`src/rtl/core/itrd_pkg.sv`:
```
// ----------------------------------------------------------------------------
// itrd_pkg
// Shared types, constants and helpers for the radix digit converter.
// ----------------------------------------------------------------------------
package itrd_pkg;

	localparam int VALUE_BITS = 31;
	localparam int MAX_DIGITS = 32;

	localparam int NUMBER_W = 31;
	localparam int RADIX_W  = 5;
	localparam int CHAR_W   = 7;
	localparam int DIGIT_W  = 4;

	localparam int BIT_CNT_W = $clog2(VALUE_BITS);
	localparam int CNT_W     = $clog2(MAX_DIGITS + 1);

	localparam logic [RADIX_W-1:0] RADIX_MIN  = 5'd2;
	localparam logic [RADIX_W-1:0] RADIX_MAX  = 5'd16;
	localparam logic [CHAR_W-1:0]  ASCII_ZERO = 7'd48;
	localparam logic [CHAR_W-1:0]  ASCII_A    = 7'd65;
	localparam logic [DIGIT_W-1:0] DEC_LIMIT  = 4'd10;

	typedef struct packed {
		logic [NUMBER_W-1:0] number;
		logic [RADIX_W-1:0]  radix;
	} in_word_t;

	typedef struct packed {
		logic [CHAR_W-1:0] digit_char;
		logic              last;
		logic              bad_radix;
	} out_word_t;

	// controller -> datapath
	typedef struct packed {
		logic load;
		logic div_step;
		logic push;
		logic pop;
		logic err_result;
	} itrd_cmd_t;

	// datapath -> controller
	typedef struct packed {
		logic radix_ok;
		logic div_last;
		logic quot_zero;
		logic stack_full;
		logic last_digit;
	} itrd_sts_t;

	function automatic logic [CHAR_W-1:0] digit_to_ascii(input logic [DIGIT_W-1:0] d);
		logic [CHAR_W-1:0] ch;
		if (d < DEC_LIMIT) begin
			ch = ASCII_ZERO + CHAR_W'(d);
		end else begin
			ch = ASCII_A + CHAR_W'(d - DEC_LIMIT);
		end
		return ch;
	endfunction

endpackage

```
`src/rtl/core/integer_to_radix_digits.sv`:
```
// ----------------------------------------------------------------------------
// integer_to_radix_digits
// Converts a non-negative integer to ASCII digits in radix 2..16.
// ----------------------------------------------------------------------------
// A word is taken when start is high and busy is low. The number is divided
// by the radix one quotient bit per cycle, then the remainder is pushed onto
// the digit stack; busy stays high through division and digit emission.
// Digits come out most significant first, one per cycle, each on result for
// exactly one cycle with strobe high; the final one has result.last set.
// There is no backpressure: the receiver must take every strobed word.
// A radix outside 2..16 yields a single word, in the cycle after start, with
// digit_char 0, last 1 and bad_radix 1, and busy never rises for it.
// Zero converts to a single '0'.
// ----------------------------------------------------------------------------
module integer_to_radix_digits (
	input  logic                clk,
	input  logic                arst_n,
	input  logic                start,
	output logic                busy,
	input  itrd_pkg::in_word_t  operand,
	output logic                strobe,
	output itrd_pkg::out_word_t result
);
	import itrd_pkg::*;

	itrd_cmd_t cmd;
	itrd_sts_t sts;

	// sequencer: divide / push loop, then emit
	itrd_ctrl u_ctrl (
		.clk    (clk),
		.arst_n (arst_n),
		.start  (start),
		.sts    (sts),
		.cmd    (cmd),
		.busy   (busy)
	);

	// serial divider, digit stack, registered result
	itrd_datapath u_dp (
		.clk     (clk),
		.arst_n  (arst_n),
		.operand (operand),
		.cmd     (cmd),
		.sts     (sts),
		.strobe  (strobe),
		.result  (result)
	);

endmodule

```
`src/rtl/core/itrd_datapath.sv`:
```
// ----------------------------------------------------------------------------
// itrd_datapath
// Bit-serial divider by the radix, LIFO digit stack and output register.
// ----------------------------------------------------------------------------
module itrd_datapath (
	input  logic                 clk,
	input  logic                 arst_n,
	input  itrd_pkg::in_word_t   operand,
	input  itrd_pkg::itrd_cmd_t  cmd,
	output itrd_pkg::itrd_sts_t  sts,
	output logic                 strobe,
	output itrd_pkg::out_word_t  result
);
	import itrd_pkg::*;

	logic [VALUE_BITS-1:0]            quot_q;
	logic [DIGIT_W-1:0]               rem_q;
	logic [RADIX_W-1:0]               radix_q;
	logic [BIT_CNT_W-1:0]             bit_cnt_q;
	logic [CNT_W-1:0]                 cnt_q;
	logic [MAX_DIGITS-1:0][DIGIT_W-1:0] stack_q;
	logic                             strobe_q;
	out_word_t                        out_q;

	logic [RADIX_W-1:0] rem_shift;
	logic               fits;
	logic [RADIX_W-1:0] rem_next;

	// one restoring step: remainder stays below the radix, so 4 bits hold it
	assign rem_shift = {rem_q, quot_q[VALUE_BITS-1]};
	assign fits      = rem_shift >= radix_q;
	assign rem_next  = fits ? rem_shift - radix_q : rem_shift;

	assign sts.radix_ok   = (operand.radix >= RADIX_MIN) && (operand.radix <= RADIX_MAX);
	assign sts.div_last   = bit_cnt_q == BIT_CNT_W'(VALUE_BITS - 1);
	assign sts.quot_zero  = quot_q == '0;
	assign sts.stack_full = cnt_q == CNT_W'(MAX_DIGITS - 1);
	assign sts.last_digit = cnt_q == CNT_W'(1);

	always_ff @(posedge clk) begin
		if (cmd.load) begin
			quot_q    <= VALUE_BITS'(operand.number);
			rem_q     <= '0;
			radix_q   <= operand.radix;
			bit_cnt_q <= '0;
		end else if (cmd.div_step) begin
			quot_q    <= {quot_q[VALUE_BITS-2:0], fits};
			rem_q     <= rem_next[DIGIT_W-1:0];
			bit_cnt_q <= bit_cnt_q + BIT_CNT_W'(1);
		end else if (cmd.push) begin
			rem_q     <= '0;
			bit_cnt_q <= '0;
		end
	end

	// stack: push shifts up into entry 0, pop reads entry 0 and shifts down
	always_ff @(posedge clk) begin
		if (cmd.push) begin
			stack_q <= {stack_q[MAX_DIGITS-2:0], rem_q};
		end else if (cmd.pop) begin
			stack_q <= {DIGIT_W'(0), stack_q[MAX_DIGITS-1:1]};
		end
	end

	always_ff @(posedge clk or negedge arst_n) begin
		if (!arst_n) begin
			cnt_q <= '0;
		end else if (cmd.load) begin
			cnt_q <= '0;
		end else if (cmd.push) begin
			cnt_q <= cnt_q + CNT_W'(1);
		end else if (cmd.pop) begin
			cnt_q <= cnt_q - CNT_W'(1);
		end
	end

	always_ff @(posedge clk or negedge arst_n) begin
		if (!arst_n) begin
			strobe_q <= 1'b0;
		end else begin
			strobe_q <= cmd.pop || cmd.err_result;
		end
	end

	always_ff @(posedge clk) begin
		if (cmd.err_result) begin
			out_q.digit_char <= '0;
			out_q.last       <= 1'b1;
			out_q.bad_radix  <= 1'b1;
		end else if (cmd.pop) begin
			out_q.digit_char <= digit_to_ascii(stack_q[0]);
			out_q.last       <= sts.last_digit;
			out_q.bad_radix  <= 1'b0;
		end
	end

	assign strobe = strobe_q;
	assign result = out_q;

	a_cnt_range: assert property (@(posedge clk) disable iff (!arst_n)
		cnt_q <= CNT_W'(MAX_DIGITS))
		else $error("digit count past stack depth");

	a_pop_nonempty: assert property (@(posedge clk) disable iff (!arst_n)
		cmd.pop |-> cnt_q != '0)
		else $error("pop from empty digit stack");

	a_last_drains: assert property (@(posedge clk) disable iff (!arst_n)
		strobe_q && out_q.last && !out_q.bad_radix |-> cnt_q == '0)
		else $error("last digit sent with digits left");

endmodule

```
`src/rtl/core/itrd_ctrl.sv`:
```
// ----------------------------------------------------------------------------
// itrd_ctrl
// Sequencer: divide, push digit, repeat, then pop digits; or flag a bad radix.
// ----------------------------------------------------------------------------
module itrd_ctrl (
	input  logic                 clk,
	input  logic                 arst_n,
	input  logic                 start,
	input  itrd_pkg::itrd_sts_t  sts,
	output itrd_pkg::itrd_cmd_t  cmd,
	output logic                 busy
);
	import itrd_pkg::*;

	localparam logic [1:0] ST_IDLE = 2'd0;
	localparam logic [1:0] ST_DIV  = 2'd1;
	localparam logic [1:0] ST_PUSH = 2'd2;
	localparam logic [1:0] ST_EMIT = 2'd3;

	logic [1:0] state_q;
	logic [1:0] state_d;

	always_comb begin
		state_d = state_q;
		cmd     = '0;
		unique case (state_q)
			ST_IDLE: begin
				if (start) begin
					if (sts.radix_ok) begin
						cmd.load = 1'b1;
						state_d  = ST_DIV;
					end else begin
						cmd.err_result = 1'b1;
					end
				end
			end
			ST_DIV: begin
				cmd.div_step = 1'b1;
				if (sts.div_last) begin
					state_d = ST_PUSH;
				end
			end
			ST_PUSH: begin
				cmd.push = 1'b1;
				if (sts.quot_zero || sts.stack_full) begin
					state_d = ST_EMIT;
				end else begin
					state_d = ST_DIV;
				end
			end
			ST_EMIT: begin
				cmd.pop = 1'b1;
				if (sts.last_digit) begin
					state_d = ST_IDLE;
				end
			end
			default: state_d = ST_IDLE;
		endcase
	end

	always_ff @(posedge clk or negedge arst_n) begin
		if (!arst_n) begin
			state_q <= ST_IDLE;
		end else begin
			state_q <= state_d;
		end
	end

	assign busy = state_q != ST_IDLE;

	a_load_to_div: assert property (@(posedge clk) disable iff (!arst_n)
		cmd.load |=> state_q == ST_DIV)
		else $error("load did not start division");

	a_push_after_div: assert property (@(posedge clk) disable iff (!arst_n)
		cmd.push |-> $past(state_q) == ST_DIV)
		else $error("push without a finished division");

	a_err_idle: assert property (@(posedge clk) disable iff (!arst_n)
		cmd.err_result |=> state_q == ST_IDLE)
		else $error("bad radix left controller busy");

endmodule

```
`config.mk`:
```
export PLATFORM = sky130hd
export DESIGN_NAME = integer_to_radix_digits
export DESIGN_NICKNAME = d
export VERILOG_FILES = /design/src/rtl/core/itrd_pkg.sv /design/src/rtl/core/integer_to_radix_digits.sv /design/src/rtl/core/itrd_datapath.sv /design/src/rtl/core/itrd_ctrl.sv
export SDC_FILE = /design/constraint.sdc
export NUM_CORES = 1
export LEC_CHECK = 0
export ABC_CLOCK_PERIOD_IN_PS = 3850
export BUFFER_PORTS_ARGS = -buffer_cell sky130_fd_sc_hd__buf_2
export CAP_MARGIN = 20
export CORE_MARGIN = 2
export CORE_UTILIZATION = 25
export DETAILED_ROUTE_END_ITERATION = 8
export PLACE_DENSITY_LB_ADDON = 0.15
export SLEW_MARGIN = 10
export SYNTH_ARGS = -nofsm -noshare
export SYNTH_HDL_FRONTEND = slang
export SYNTH_SLANG_ARGS = --single-unit
```
`constraint.sdc`:
```
create_clock -name clk -period 3.85 [get_ports clk]
set_clock_uncertainty 0.05 [all_clocks]
set_input_delay 1.155 -clock clk [delete_from_list [all_inputs] [get_ports clk]]
set_output_delay 1.155 -clock clk [all_outputs]
set_load 0.02 [all_outputs]
```
Word-level counts from Yosys, hierarchy flattened
Cells that the tools add are included.

storage, ports and cells
  register bits after elaboration = 191
  input bits = 39
  output and inout port bits = 11
  word-level logic and storage cells = 102

cells by class
  $add $sub $neg = 7
  $lt $le $gt $ge = 4
  equality and inequality tests = 10
  multiplexer cells = 28
  reductions and logical operators = 11

operators by type and width
  operator                                               number
  2-to-1 mux 128 bit                                     2
  2-to-1 mux 31 bit                                      2
  logical NOT 31 bit                                     1
  2-to-1 mux 6 bit                                       3
  2-to-1 mux 4 bit                                       3
  2-to-1 mux 2 bit                                       5
  2-to-1 mux 5 bit                                       2
  2-to-1 mux 1 bit                                       9
  != test 2 bit, second input constant                   4
  case mux 2 bit (4 select lines)                        1
  nonzero test 2 bit                                     4
  adder 6 x 4 -> 7 bit, first input constant             1
  adder 7 bit, first input constant                      1
  2-to-1 mux 7 bit                                       1
  adder 6 x 1 -> 6 bit, second input constant            1
  equality test 6 x 1 -> 1 bit, second input constant    1
  equality test 6 x 5 -> 1 bit, second input constant    1
  subtractor 6 x 1 -> 6 bit, second input constant       1
  adder 5 x 1 -> 5 bit, second input constant            1
  equality test 5 bit, second input constant             1
  >= comparator 5 x 2 -> 1 bit, second input constant    1
  >= comparator 5 bit                                    1
  less-or-equal comparator 5 bit, second input constant  1
  subtractor 4 x 4 -> 5 bit, second input constant       1
  other kinds (9)                                        11

Depth between registers and ports, before layout
Gate-level depths: netlist of run 1.

  depth after elaboration = 6
  gate-level depth with buffers = 9

Hierarchy
From an unflattened synthesis of run 1, not the netlist that was laid out.

second synthesis, totals
  cells, all modules = 550
  area, all modules = 8585.7 sq um

modules (own cells, without submodules)
  module         instances  cells an instance  area an instance (sq um)  sequential area each (sq um)
  itrd_datapath  1          534                8428.1                    5460.2
  itrd_ctrl      1          16                 157.7                     50.0

Worst setup path before layout of run 1
No wires, ideal clock.

  kind = register to register
  from = register u_ctrl.state_q[0]
  to = register u_dp.stack_q[0] (netlist name) (enable)
  setup time = 0.481 ns
  arrival = 3.548 ns
  slack = -0.229 ns
  stages on the path, launching flop included = 6
  buffers on the path = 1
  period minus slack after synthesis = 4.079 ns
  path through = dfrtp_1 inv_1 ha_1 clkbuf_1 nor2_1 inv_1

between the ends
  word-level cells in the longest chain between the ends = 3
  elaborated cells between the ends (all ways) = 5

ends and longest elaborated chain
  item                                   RTL line             source
  from (decl)                            itrd_ctrl.sv:20      logic [1:0] state_q;
  from (signal assigned)                 itrd_ctrl.sv:65      state_q <= state_d;
  equality test 2 bit                    itrd_ctrl.sv:26      unique case (state_q)
  2-to-1 mux 1 bit                       itrd_ctrl.sv:26
  nonzero test 2 bit (no source line) *  --
  to (signal assigned)                   itrd_datapath.sv:59  stack_q <= {stack_q[MAX_DIGITS-2:0], rem_q};
  to (signal assigned)                   itrd_datapath.sv:61  stack_q <= {DIGIT_W'(0), stack_q[MAX_DIGITS-1:1]};
  to (decl)                              itrd_datapath.sv:21  logic [MAX_DIGITS-1:0][DIGIT_W-1:0] stack_q;

Every way passes the cells marked *; elsewhere a longest branch is shown, timed or not.
A chain may end at the register's enable or synchronous reset.

Worst setup path after layout of run 1
  from = input operand[1] (netlist name)
  to = register u_dp.quot_q[19] (enable)

between the ends
  word-level cells in the longest chain between the ends = 6
  elaborated cells between the ends (all ways) = 7

ends and longest elaborated chain
  item                                                                            RTL line                       source
  from (decl)                                                                     integer_to_radix_digits.sv:20  input itrd_pkg::in_word_t operand,
  >= comparator 5 x 2 -> 1 bit or less-or-equal comparator 5 bit (tied branches)  itrd_datapath.sv:34            assign sts.radix_ok = (operand.radix >= RADIX_MIN) && (operand.radix <= RADIX_MAX);
  logical AND 1 bit *                                                             itrd_datapath.sv:34
  2-to-1 mux 1 bit *                                                              itrd_ctrl.sv:29                if (sts.radix_ok) begin
  2-to-1 mux 1 bit *                                                              itrd_ctrl.sv:28                if (start) begin
  2-to-1 mux 1 bit *                                                              itrd_ctrl.sv:26
  nonzero test 2 bit (no source line) *                                           --
  to (signal assigned)                                                            itrd_datapath.sv:42            quot_q <= VALUE_BITS'(operand.number);
  to (signal assigned)                                                            itrd_datapath.sv:47            quot_q <= {quot_q[VALUE_BITS-2:0], fits};
  to (decl)                                                                       itrd_datapath.sv:16            logic [VALUE_BITS-1:0] quot_q;

Marks and branches as above.

==> flow_results.org, run 1 <==
** GRT
- In the global route stage, met3 resource usage came out at around 2.6%.
- Antenna violations before repair :: 0
- Busiest grt layer :: met2
- Global routing usage summed across all routing layers :: 8.95%
- Pin count of the biggest net entering global routing :: ~130
- The first global-routing pass estimated approximately 25,000 µm of wire.
- For met2 alone, demand over resource in global routing was 14.6%.
- The number of global-route vias before repair is between 4,000 and 5,000.
- Global routing consumed, on the met1 layer, between 10% and 20% of the routing resources.
- The total overflow left after global routing is 0.

** Logic synthesis
- In the synthesized netlist the dominant register cell turns out to be edfxtp_1.
- Summing every instance area after synthesis gives just under 0.009 mm².
- The number of different library cells used by synthesis comes to 45.
- Share of the yosys chip area belonging to registers :: approximately 63%
- During synthesis, Yosys emitted a total of 0 warnings.
- Number of cells produced by synthesis :: 560
- Synthesis inferred roughly 190 register bits.
- Yosys top cell by area :: edfxtp_1
- Synthesized net count :: slightly above 600
- Counting flops with an async set or reset pin after synthesis yields a share of ~4.7%.
- Number of flops mapped to enable cells by yosys :: around 160
- Most area-consuming cells after synthesis :: edfxtp_1 57%, mux2_2 18%, dfxtp_1 4.2%
- Area share of the leading cell type in the synthesized netlist :: between 50% and 60%
- Average cell area after synthesis :: 15.5 µm²

** Power and ir drop
- Worst supply voltage drop on vdd :: 271 µV
- In this run switching power makes up about a fifth of total power.
- In this run the static leakage power is around 0.0034 µW.
- Portion of total power attributed to combinational logic :: less than 1%
- Portion of total power attributed to the clock network :: 43.1%
- PnR Total Power :: 3940 µW
- Power density relative to cell area :: 395 mW/mm²
- Cell internal power dissipation :: about 3100 µW
- The analysis attributes to net switching a power of 844 µW.
- Registers are responsible for between 50 and 60% of the overall power.

** Floorplanning
- The floorplan step set the die height to 190 µm.
- The floorplan step defined a die boundary enclosing roughly 0.036 mm².
- Once the floorplan was initialized, standard cells occupied 25.3% of the core.
- The floorplan has around 70 rows.
- Width of the chip :: approximately 190 µm
- The region available for standard cell placement spans approximately 0.034 mm².
- Count of boundary I/O pins :: 50

** Timing
- Number of endpoints failing setup at the final stage :: 0
- Setup repair after global routing left no endpoint under its margin.
- Fin crit share :: a little over 70%
- Fin Setup TNS :: 0 ns
- The routed design could run at a clock period as short as about 2.8 ns.
- For this run, the top clock speed supported by timing is about 0.36 GHz.
- Max-slew violation count :: 0
- At the pin with the least slew margin, the transition time is a little under 0.8 ns.
- Setup slack closes at between 1 and 1.5 ns.
- Slew headroom :: between 40 and 50%
- The number of failing hold endpoints at the final stage is 0.

** Critical path
- Reg2reg start :: u_ctrl.state_q[1]
- Traced cell by cell, the critical path runs through buf_2 -> nor3_4 -> mux2i_1 -> nor2b_4 -> or2_2.
- Capture instance of the worst register-to-register path :: u_dp.stack_q[12]
- WP data arrival :: ~2.8 ns
- The largest individual stage delay along the critical path comes from the cell or2_2.
- The worst setup path is launched from an input port.
- Capturing element type of the critical path :: flip-flop
- Largest fanout on the critical path :: 31
- For the worst setup path, the data required time is 3.86 ns.
- Cells on worst reg2reg path :: 4
- Register-to-register setup slack :: between 1 and 1.5 ns
- Slowest stage delay, CP :: approximately 0.63 ns
- The critical path in this run is classified as in2reg.
- Counting both buffers and inverters, the worst setup path holds a total of 1.
- In this design, the largest share of critical-path delay is due to simple AND/OR/NAND/NOR gates.

** Final layout
- Growth of design area from synthesis to finish :: 15.1%
- Commonest cells after routing, fill and taps aside :: 164 x edfxtp_1, 140 x mux2_2, 49 x buf_2, 30 x nor2_1, 20 x inv_1
- Number of nets in the final layout :: around 670
- Counting the fill cells in the layout gives about 3,400.
- Measured on the finished design, the core utilization comes to about 29%.
- The number of antenna diodes in the final layout is 0.
- Share of cells above drive strength 1 :: 39.5%
- Commonest non-fill, non-tap cell in the layout :: edfxtp_1

** Flow run
- Across the run, the number of max-cap violations was 0.

** Clocking
- The H-tree generated during clock tree synthesis spans 4 levels.
- CTS Sinks :: about 190
- TritonCTS built the clock tree.
- Clock Path Buffers :: 2
- The later pin in the worst-skew pair is clocked with a latency of around 0.44 ns.
- Clock buffer count from CTS :: 17
- Buffers added to address setup during post-CTS repair amount to 0.
- Root buffer selected by CTS :: clkbuf_16
- In this run, post-CTS repair resized a total of 0 instances.
- Number of hold-repair buffers added at the cts stage :: 0
- After clock tree synthesis, the clock-pin slew on the worst setup and hold paths is 0.07 ns.

** Hold path
- Kind of path behind the tightest hold check :: reg2reg
- For hold timing, the worst endpoint is u_dp.result[0].
- Hold_sp :: u_dp.result[0]
- Hold Path Cell Cnt :: 1

** Drt
- DRT Wirelength :: around 15,000 µm
- Vias per Instance :: 4.23
- The first TritonRoute pass finished after 4 iterations.
- Remaining DRCs :: 0
- Antenna viol nets, final :: 0
- Vias :: 4,550
- Wirelength per Cell :: roughly 14 µm
- The first routing iteration left ~290 violations.

** Placed design
- Count of input and output buffers :: 49
- At the end of routability-driven placement, the weighted congestion stood at 0.734.
- Minimum setup slack after placement :: 0.600 ns
- Final HPWL DP :: 10,200 µm

** Outcome
- Outcome :: complete, no violations
[synthesized netlist by cell type, types with 2 or more instances]
library cell and number:
a211oi_1 5, a21o_1 2, a21oi_1 12, a22o_1 3, a311oi_1 3, a31oi_1 4, and2_1 4, buf_2 14
buf_6 3, clkbuf_1 8, dfrtp_1 9, dfxtp_1 18, edfxtp_1 164, ha_1 18, inv_1 21, mux2_2 140
mux2_4 16, mux2i_1 7, nand2_1 18, nand2b_1 3, nand3_1 7, nand4_1 4, nor2_1 30, nor2b_1 4
nor3_1 3, nor4_1 8, o21ai_0 6, xnor2_1 7, xor2_1 3
[layout make-up]
class / instances / area, µm² / share of cell area [%]
clock buffer: 19 / 443 / 4.43
clock inverter: 13 / 125 / 1.25
inverter: 21 / 82.6 / 0.826
multi-input combinational: 322 / 2960 / 29.6
sequential: 191 / 5510 / 55.1
tap: 455 / 569 / 5.70
timing repair buffer: 54 / 308 / 3.08
[registers in the layout, summed over array words and instances, names as in the netlist, 2 cells and up]
name and count:
u_dp.stack_q 128, u_dp.quot_q 31, u_dp.result 9, u_dp.cnt_q 6, u_dp.bit_cnt_q 5, u_dp.radix_q 5
u_dp.rem_q 4, u_ctrl.state_q 2
[worst max path at each step]
stage                       from               to  slack, ns  cells after the start
2_1_floorplan  u_ctrl.state_q[0]  u_dp.stack_q[0]       0.30                      5
3_3_place_gp          operand[1]  u_dp.quot_q[19]       0.65                      5
3_5_place_dp          operand[1]  u_dp.quot_q[19]       0.60                      5
4_1_cts        u_ctrl.state_q[0]             busy       1.06                      4
5_1_grt               operand[1]  u_dp.quot_q[17]       0.97                      5
6_report              operand[1]  u_dp.quot_q[19]       1.08                      5
[layer usage]
layer | part of all wire (%) | wire (µm) | up-vias
met2 | 48 | 7380 | 61
met3 | 3.7 | 567 | 23
met4 | 2.3 | 347 | 0
met5 | 0 | 0 | -
li1 | - | - | 2210
met1 | 46 | 7130 | 2256
[power groups by stage]
stage | logic, µW | registers [µW] | clock network [µW]
after floorplan | 4.43 | 2260 | 0
after global placement | 30.5 | 2260 | 0
after detailed placement | 30.1 | 2260 | 0
after CTS | 30.4 | 2210 | 1770
after global routing | 32.8 | 2210 | 1860
final | 29.9 | 2210 | 1700
[kinds of logic (layout without fill, tap and decap cells)]
group | after synthesis | in the layout | share of synthesized area [%]
flops | 191 | 191 | 63.5
simple gates | 88 | 88 | 5.10
mux | 163 | 163 | 21.7
xor+xnor | 10 | 10 | 1.01
compound gates | 42 | 42 | 3.23
buf+inv | 47 | 107 | 2.62
fa+ha+maj | 19 | 19 | 2.83
[metrics by stage]
step	cells	cell area, µm²	hold slack [ns]
after floorplan	560	8680	0.402
after global placement	1043	9430	0.401
after detailed placement	1043	9430	0.415
after CTS	1075	9990	0.434
after global routing	1075	9990	0.462
final	1075	9990	0.423
Power figures use the tool's default switching activity.
==> inputs of run 2 (changes only) <==
--- a/config.mk
+++ b/config.mk
@@ -5,7 +5,7 @@
 export SDC_FILE = /design/constraint.sdc
 export NUM_CORES = 1
 export LEC_CHECK = 0
-export ABC_CLOCK_PERIOD_IN_PS = 3850
+export ABC_CLOCK_PERIOD_IN_PS = 2900
 export BUFFER_PORTS_ARGS = -buffer_cell sky130_fd_sc_hd__buf_2
 export CAP_MARGIN = 20
 export CORE_MARGIN = 2
==> constraint.sdc (replaced) <==
create_clock -name clk -period 2.9 [get_ports clk]
set_clock_uncertainty 0.05 [all_clocks]
set_input_delay 0.87 -clock clk [delete_from_list [all_inputs] [get_ports clk]]
set_output_delay 0.87 -clock clk [all_outputs]
set_load 0.02 [all_outputs]
==> run 2 against run 1 <==
  * Register-to-register slack got worse by 0.68 ns
  * Sequential share of layout area shrank 0.30 points
  * Clock power up 31%
  * Total power up 32%
  * Setup slack got worse by 0.58 ns
  * First-iteration DRC count up 0.35%
  * Cell count rose by 0.37%
  * Non-clock buffer count is 4 higher
==> flow_results.org, run 2 (synthesis gave the netlist of run 1 again) <==
** Timing
- Number of endpoints failing setup at the final stage :: 0 (unchanged)
- Upper clock frequency limit :: around 0.42 GHz
- Unrepaired setup endpoints after global routing :: no
- Transition time at the pin with the least slew margin :: 0.683 ns (-0.0885 ns)
- The final setup TNS came to 0 ns (unchanged).
- Worst setup margin :: 0.505 ns (-0.578 ns)
- The relative slew slack was 54.4% (+5.9 points).
- Final hold violation count :: 0 (unchanged)
- The final count of pins violating max slew is 0 (unchanged).
- The routed design could run at a clock period as short as roughly 2.4 ns.
- Of the available clock period, the critical path in the final layout requires between 80 and 90%.

** Critical path
- STA classifies the critical path endpoint as an output pin.
- Largest fanout on the critical path :: 5 (-84%)
- WP data required :: 1.98 ns (-1.88 ns)
- The data arrival at the endpoint of the critical path is 1.48 ns (-1.30 ns).
- Category of the most critical setup path :: reg2out
- Startpoint type of the worst setup path :: flip-flop

** Outcome
- The flow ran to the end, and the final reports show no timing, DRC or antenna violations.

** Drt
- The number of iterations in the first detailed-routing pass came to 4 (unchanged).
- Antenna viol nets, final :: 0 (unchanged)
- The detailed-route wire length per cell came to 13.8 µm (-3.9%).
- The count of unresolved DRC violations after routing came to 0 (unchanged).
- The final wirelength came to 14,900 µm (-3.5%).
- The via count of the routed design came to 4,577 (+0.59%).
- Drt first-iter violations :: 287 (+0.35%)
- Vias per Instance :: 4.24 (+0.22%)

** Power and ir drop
- The power share of the clock group was 42.8% (-0.3 points).
- The areal power density over the cells is 518 mW/mm² (+31%).
- The cell leakage power was 0.00344 µW (+0.37%).
- PnR Total Power :: 5210 µW (+32%)
- The switching share of power is 21.5% (+0.087 points).
- The share of total power in sequential cells was 56.4% (+0.3 points).
- The switching power came to 1120 µW (+33%).
- Cell internal power dissipation :: 4090 µW (+32%)
- Portion of total power attributed to combinational logic :: 0.8% (about the same)
- The worst ir drop on vdd was 295 µV (+9.0%).

** Final layout
- The number of flip-flops in the largest register was 128 (unchanged).
- Number of diodes added for antenna fixing :: 0 (unchanged)
- The sequential cell area was 0.00551 mm² (unchanged).
- In the layout the commonest cells are 164 x edfxtp_1, 140 x mux2_2, 49 x buf_2, 29 x nor2_1, 20 x inv_1.
- Finished layout cell area :: 0.0100 mm² (+0.54%)
- Relative to the synthesized area, the layout overhead comes to 15.7%.
- Fill cell instance count of the final layout :: 3,454 (+0.70%)
- The fraction of layout cells with a size suffix above 1 came to 40.4% (+0.87 points).
- Number of nets in the final layout :: 669 (+0.60%)
- Leaving out fill and tap cells, the most frequent cell in the layout is edfxtp_1.
- Multi-input logic area :: 0.00296 mm² (+0.25%)
- The end-of-flow core utilization is 29.2% (+0.16 points).
- Register with the highest flop count :: u_dp.stack_q

** Clocking
- Number of hold-repair buffers added at the cts stage :: 0 (unchanged)
- The clock latency of the later-clocked register in the worst-skew pair is 0.43 ns (about the same).
- Buffers inserted by post-CTS timing repair :: 0 (unchanged)
- The post-cts sizing count is 0 (unchanged).
- The maximum buffer depth of the clock tree came to 2 (unchanged).
- Clock buffer count from CTS :: 17 (unchanged)
- Reg clk slew, reported paths :: 0.07 ns (about the same)
- CTS Sinks :: 191 (unchanged)
- Root buffer selected by CTS :: clkbuf_16
- TritonCTS clock tree :: yes
- The total number of H-tree levels was 4 (unchanged).

** GRT
- The initial antenna violation count is 0 (unchanged).
- The wire length of the first global-routing pass was 24,600 µm (-2.6%).
- Global routing usage summed across all routing layers :: 8.57% (-0.38 points)
- The global-route congestion overflow total is 0 (unchanged).
- The pin count of the biggest net entering global routing came to 129 (unchanged).
- Vias in the first global route :: 4,708 (-1.0%)

** Floorplanning
- The full die area is 0.0362 mm² (unchanged).
- Height of the chip :: 190 µm (unchanged)
- The total I/O pin count is 50 (unchanged).
- Width of the chip :: 190 µm (unchanged)
- The initial core utilization was 25.3% (unchanged).
- Core Region :: 0.0344 mm² (unchanged)
- Placement Rows :: 68 (unchanged)

** Placed design
- The global placer's final weighted congestion was 0.745 (+1.4%).
- DP Area :: 0.00949 mm² (+0.66%)
- The post-detailed-placement half-perimeter wirelength was 9930 µm (-2.5%).
- Count of input and output buffers :: 49 (unchanged)
- Minimum setup slack after placement :: 0.103 ns (-0.497 ns)

** Hold path
- The worst hold path belongs to the class in2async.

** Flow run
- The max capacitance violation total came to 0 (unchanged).
==> run 2: changes by cell type in the layout (fill, tap and decap cells not counted), moves of 2 or more <==
cell	previous run	this run
buf_12	2	4
buf_4	3	5
clkinvlp_4	3	7
clkinv_4	2	0
==> run 2: power groups by stage <==
stage	registers, µW	clock network [µW]	logic, µW
final	2940	2230	41.1
after global routing	2940	2420	45.4
after CTS	2940	2320	42.0
after detailed placement	3000	0	41.9
after global placement	3000	0	41.7
after floorplan	3000	0	5.88
==> run 2: final timing paths <==
path,from,endpoint,slack [ns],depth (start not counted)
max reg2reg,u_ctrl.state_q[0],u_dp.stack_q[96],0.61,5
min reg2reg,u_dp.result[8],u_dp.result[8],0.42,2
min,arst_n,u_dp.strobe,0.25,1
min in group clk,u_dp.result[8],u_dp.result[8],0.42,2
max,u_ctrl.state_q[0],busy,0.50,4
max in group asynchronous,arst_n,u_dp.cnt_q[2],2.35,1
==> run 2: area by class of cell <==
class	count	share of cell area [%]
Sequential cell	191	54.8
Multi-Input combinational cell	322	29.5
Tap cell	455	5.67
Clock buffer	17	4.23
Timing Repair Buffer	58	3.61
Clock inverter	15	1.33
Inverter	21	0.822
==> run 2: metrics by stage <==
step / hold slack (ns) / cells
floorplan: 0.402 / 560
global placement: 0.394 / 1047
detailed placement: 0.412 / 1047
CTS: 0.228 / 1079
global route: 0.240 / 1079
finish: 0.249 / 1079
==> run 2: critical path: stages (launching register included) <==
cell and delay, ns:
dfrtp_1 0.43, inv_1 0.12, ha_1 0.26, inv_1 0.07, buf_2 0.18
==> run 2: per-layer routing <==
| layer | routed length [µm] | vias up | track usage, % |
|---|---|---|---|
| li1 | - | 2230 | - |
| met1 | 7290 | 2259 | 11.3 |
| met2 | 6820 | 75 | 13.2 |
| met3 | 515 | 13 | 2.41 |
| met4 | 246 | 0 | 3.49 |
| met5 | 0 | - | 0 |
==> inputs of run 3 (changes only) <==
--- a/config.mk
+++ b/config.mk
@@ -5,7 +5,8 @@
 export SDC_FILE = /design/constraint.sdc
 export NUM_CORES = 1
 export LEC_CHECK = 0
-export ABC_CLOCK_PERIOD_IN_PS = 2900
+export ABC_AREA = 1
+export ABC_CLOCK_PERIOD_IN_PS = 2200
 export BUFFER_PORTS_ARGS = -buffer_cell sky130_fd_sc_hd__buf_2
 export CAP_MARGIN = 20
 export CORE_MARGIN = 2
==> constraint.sdc (replaced) <==
create_clock -name clk -period 2.2 [get_ports clk]
set_clock_uncertainty 0.05 [all_clocks]
set_input_delay 0.66 -clock clk [delete_from_list [all_inputs] [get_ports clk]]
set_output_delay 0.66 -clock clk [all_outputs]
set_load 0.02 [all_outputs]
==> run 3 against run 2 <==
  * First-iteration DRC count is 68% higher
  * Final area grew 0.44%
  * Via count grew 26%
  * Setup slack got worse by 0.39 ns
  * Routed wire length rose by 13%
  * Area after synthesis shrank 0.35%
  * Register-to-register slack got worse by 0.30 ns
  * Critical endpoint unchanged
  * Largest cell class unchanged
==> flow_results.org, run 3 <==
** Final layout
- Number of diodes added for antenna fixing :: 0 (unchanged)
- Compared with the post-synthesis result, the final layout area differs by 16.6%.
- Commonest cells after routing, fill and taps aside :: 299 x nand2_1, 164 x edfxtp_1, 136 x o21ai_0, 109 x inv_1, 49 x buf_2
- Utilization of the core after routing :: 29.4% (+0.20 points)
- The number of flip-flops in the largest register came to 128 (unchanged).
- Commonest non-fill, non-tap cell in the layout :: nand2_1
- Share of cells above drive strength 1 :: 10.9% (-29 points)
- The final layout net count was 997 (+49%).
- Register with the highest flop count :: u_dp.stack_q

** Clocking
- Number of H-tree levels :: 4 (unchanged)
- Reg clk slew, reported paths :: 0.08 ns (about the same)
- TritonCTS built the clock tree.
- The maximum buffer depth of the clock tree is 2 (unchanged).
- The clock latency of the later-clocked register in the worst-skew pair came to 0.44 ns (about the same).
- The number of hold buffers added after cts came to 0 (unchanged).
- The total CTS buffers came to 17 (unchanged).
- CTS Sinks :: 191 (unchanged)
- Clock tree synthesis selected as its root buffer the cell clkbuf_16.

** Floorplanning
- The die outline width came to 190 µm (-0.17%).
- The total I/O pin count was 50 (unchanged).
- Placement Rows :: 68 (unchanged)
- Overall die area :: 0.0361 mm² (-0.34%)
- Height of the chip :: 190 µm (-0.17%)
- Effective utilization at floorplan :: 25.2% (about the same)
- The core region area is 0.0343 mm² (-0.25%).

** Timing
- Tmin final :: between 2 and 2.5 ns
- Fin crit share :: roughly 95%
- The slew at the pin closest to its max-slew limit came to 0.601 ns (-0.0824 ns).
- Final hold violation count :: 0 (unchanged)
- Unrepaired setup endpoints after global routing :: no
- Static timing analysis puts the maximum clock frequency at 0.479 GHz.
- Worst Hold Margin :: 0.0262 ns (-0.223 ns)
- Fin Setup TNS :: 0 ns (unchanged)
- The final count of pins violating max slew is 0 (unchanged).
- The total of endpoints with negative setup slack in the final report was 0 (unchanged).
- Slew headroom :: 59.9% (+5.5 points)

** Logic synthesis
- Number of cells produced by synthesis :: 895 (+60%)
- Synth top cells by count :: 300 x nand2_1, 164 x edfxtp_1, 136 x o21ai_0, 111 x inv_1, 43 x nor2_1
- Share of the yosys chip area belonging to registers :: 63.7% (+0.22 points)
- Netlist Area Pre-Place :: 0.00865 mm² (-0.35%)
- The synthesis warning total was 0 (unchanged).
- The largest total area in the synthesized netlist belongs to edfxtp_1.
- Synthesized net count :: 953 (+54%)
- The share of async-settable or async-resettable flops after synthesis was 4.71% (unchanged).
- Leading cell type by number of instances after synthesis :: nand2_1
- Most area-consuming cells after synthesis :: edfxtp_1 57%, nand2_1 13%, o21ai_0 7.9%
- Ys flop type :: edfxtp_1
- Average cell area after synthesis :: 9.67 µm² (-38%)
- The share of the synthesized area in the top cell type came to 56.9% (+0.20 points).
- Cell variety after synth :: 28 (-38%)
- Number of flops mapped to enable cells by yosys :: 164 (unchanged)
- Number of flip-flops and latches in the synthesized netlist :: 191 (unchanged)

** Power and ir drop
- Worst supply voltage drop on vdd :: 548 µV (+86%)
- The overall power of the completed layout is 15,000 µW (+190%).
- Static leakage :: 0.00420 µW (+22%)
- The areal power density over the cells came to 1490 mW/mm² (+190%).

** Critical path
- Number of cells on the critical path :: 4 (unchanged)
- Cells on worst reg2reg path :: 4 (-1)
- WP data required :: 1.49 ns (-0.49 ns)
- The cell that appears most often on the critical path is inv_1.
- Largest fanout on the critical path :: 4 (-1)
- The critical path starts at u_ctrl.state_q[1].
- WP data arrival :: 1.38 ns (-0.10 ns)
- Slowest stage delay, CP :: 0.45 ns (+0.02 ns)
- Critical path buffers and inverters :: 3 (unchanged)
- Slowest stage cell on the critical path :: dfrtp_2
- Startpoint type of the worst setup path :: flip-flop
- Reg2reg start :: u_ctrl.state_q[0]
- Cells traversed along the worst timing path :: inv_1 -> ha_4 -> inv_1 -> buf_2
- Capturing element type of the critical path :: output pin
- Critical path's top delay family :: flip-flops
- The critical path is of the reg2out type.

** Drt
- DRT Wirelength :: 16,800 µm (+13%)
- Antenna viol nets, final :: 0 (unchanged)
- Remaining DRCs :: 0 (unchanged)
- Wirelength per Cell :: 12.0 µm (-13%)
- Vias per Instance :: 4.11 (-3.1%)
- Vias :: 5,781 (+26%)
- First-pass DRT Iterations :: 5 (+1)
- The violation count after the first detailed-route iteration came to 483 (+68%).

** GRT
- The wire length of the first global-routing pass was 28,600 µm (+16%).
- The global-route congestion overflow total came to 0 (unchanged).
- Antenna violations before repair :: 1 (+1)
- The number of global-route vias before repair was 5,703 (+21%).
- The pin count of the biggest net entering global routing is 88 (-32%).
- The overall global routing resource usage was 9.84% (+1.3 points).

** Outcome
- Outcome :: complete, no violations

** Placed design
- Routability congestion estimate :: 0.754 (+1.3%)
- Count of input and output buffers :: 49 (unchanged)
- Final HPWL DP :: 10,900 µm (+9.3%)

** Flow run
- The max capacitance violation total came to 0 (unchanged).

** Hold path
- Kind of path behind the tightest hold check :: in2async
## run 3: final cells by class
class / count / area, µm²
inverter: 113 / 429
multi-input combinational: 554 / 2580
tap: 455 / 569
fill: 3627 / 24200
clock inverter: 15 / 149
clock buffer: 17 / 425
sequential: 191 / 5510
timing repair buffer: 62 / 430
## run 3: stage by stage
step	area, µm²	setup WS [ns]	cells
global route	10100	0.00181	1407
global placement	9500	0.188	1375
finish	10100	0.111	1407
floorplan	8680	-1.05	895
CTS	10100	0.0319	1407
detailed placement	9500	0.160	1375
## run 3: routing by layer
layer  share of wire, %  up-vias  global-route usage [%]
li1                   -     3024                       -
met1                 53     2680                    13.8
met2                 43       65                    15.0
met3                2.8       10                    2.43
met4               0.83        2                    2.86
met5              0.065        -                       0
## run 3: path summary, 6_finish.rpt
path / endpoint / slack [ns]
max reg2reg: u_dp.stack_q[102] / 0.31
max in group asynchronous: u_ctrl.state_q[1] / 1.84
min in group clk: u_dp.radix_q[2] / 0.35
max: busy / 0.11
min: u_dp.strobe / 0.03
min reg2reg: u_dp.result[0] / 0.40
## run 3: timing repair
action                     4_1_cts  5_1_grt
setup endpoints to repair        1        1
buffers inserted                 0        0
resized for setup                2        1
## run 3: cells by family (layout without fill, tap and decap cells)
kind of cell	after synthesis	in the layout	synth area share, %
AOI/OAI and AO/OA	154	154	9.04
xor gates and xnor gates	7	7	0.709
adders and majority gates	19	19	2.83
buffers and inverters	150	207	6.93
DFF	191	191	63.7
and+or+nand+nor	374	374	16.8
## run 3: report_power, final
| group | internal, µW | total (µW) | switching (µW) | leakage [µW] |
|---|---|---|---|---|
| sequential | 6470 | 7230 | 764 | 0.00181 |
| clock | 1600 | 3090 | 1490 | 0.000278 |
| combinational | 1580 | 4690 | 3110 | 0.00211 |
| total | 9650 | 15000 | 5360 | 0.00420 |
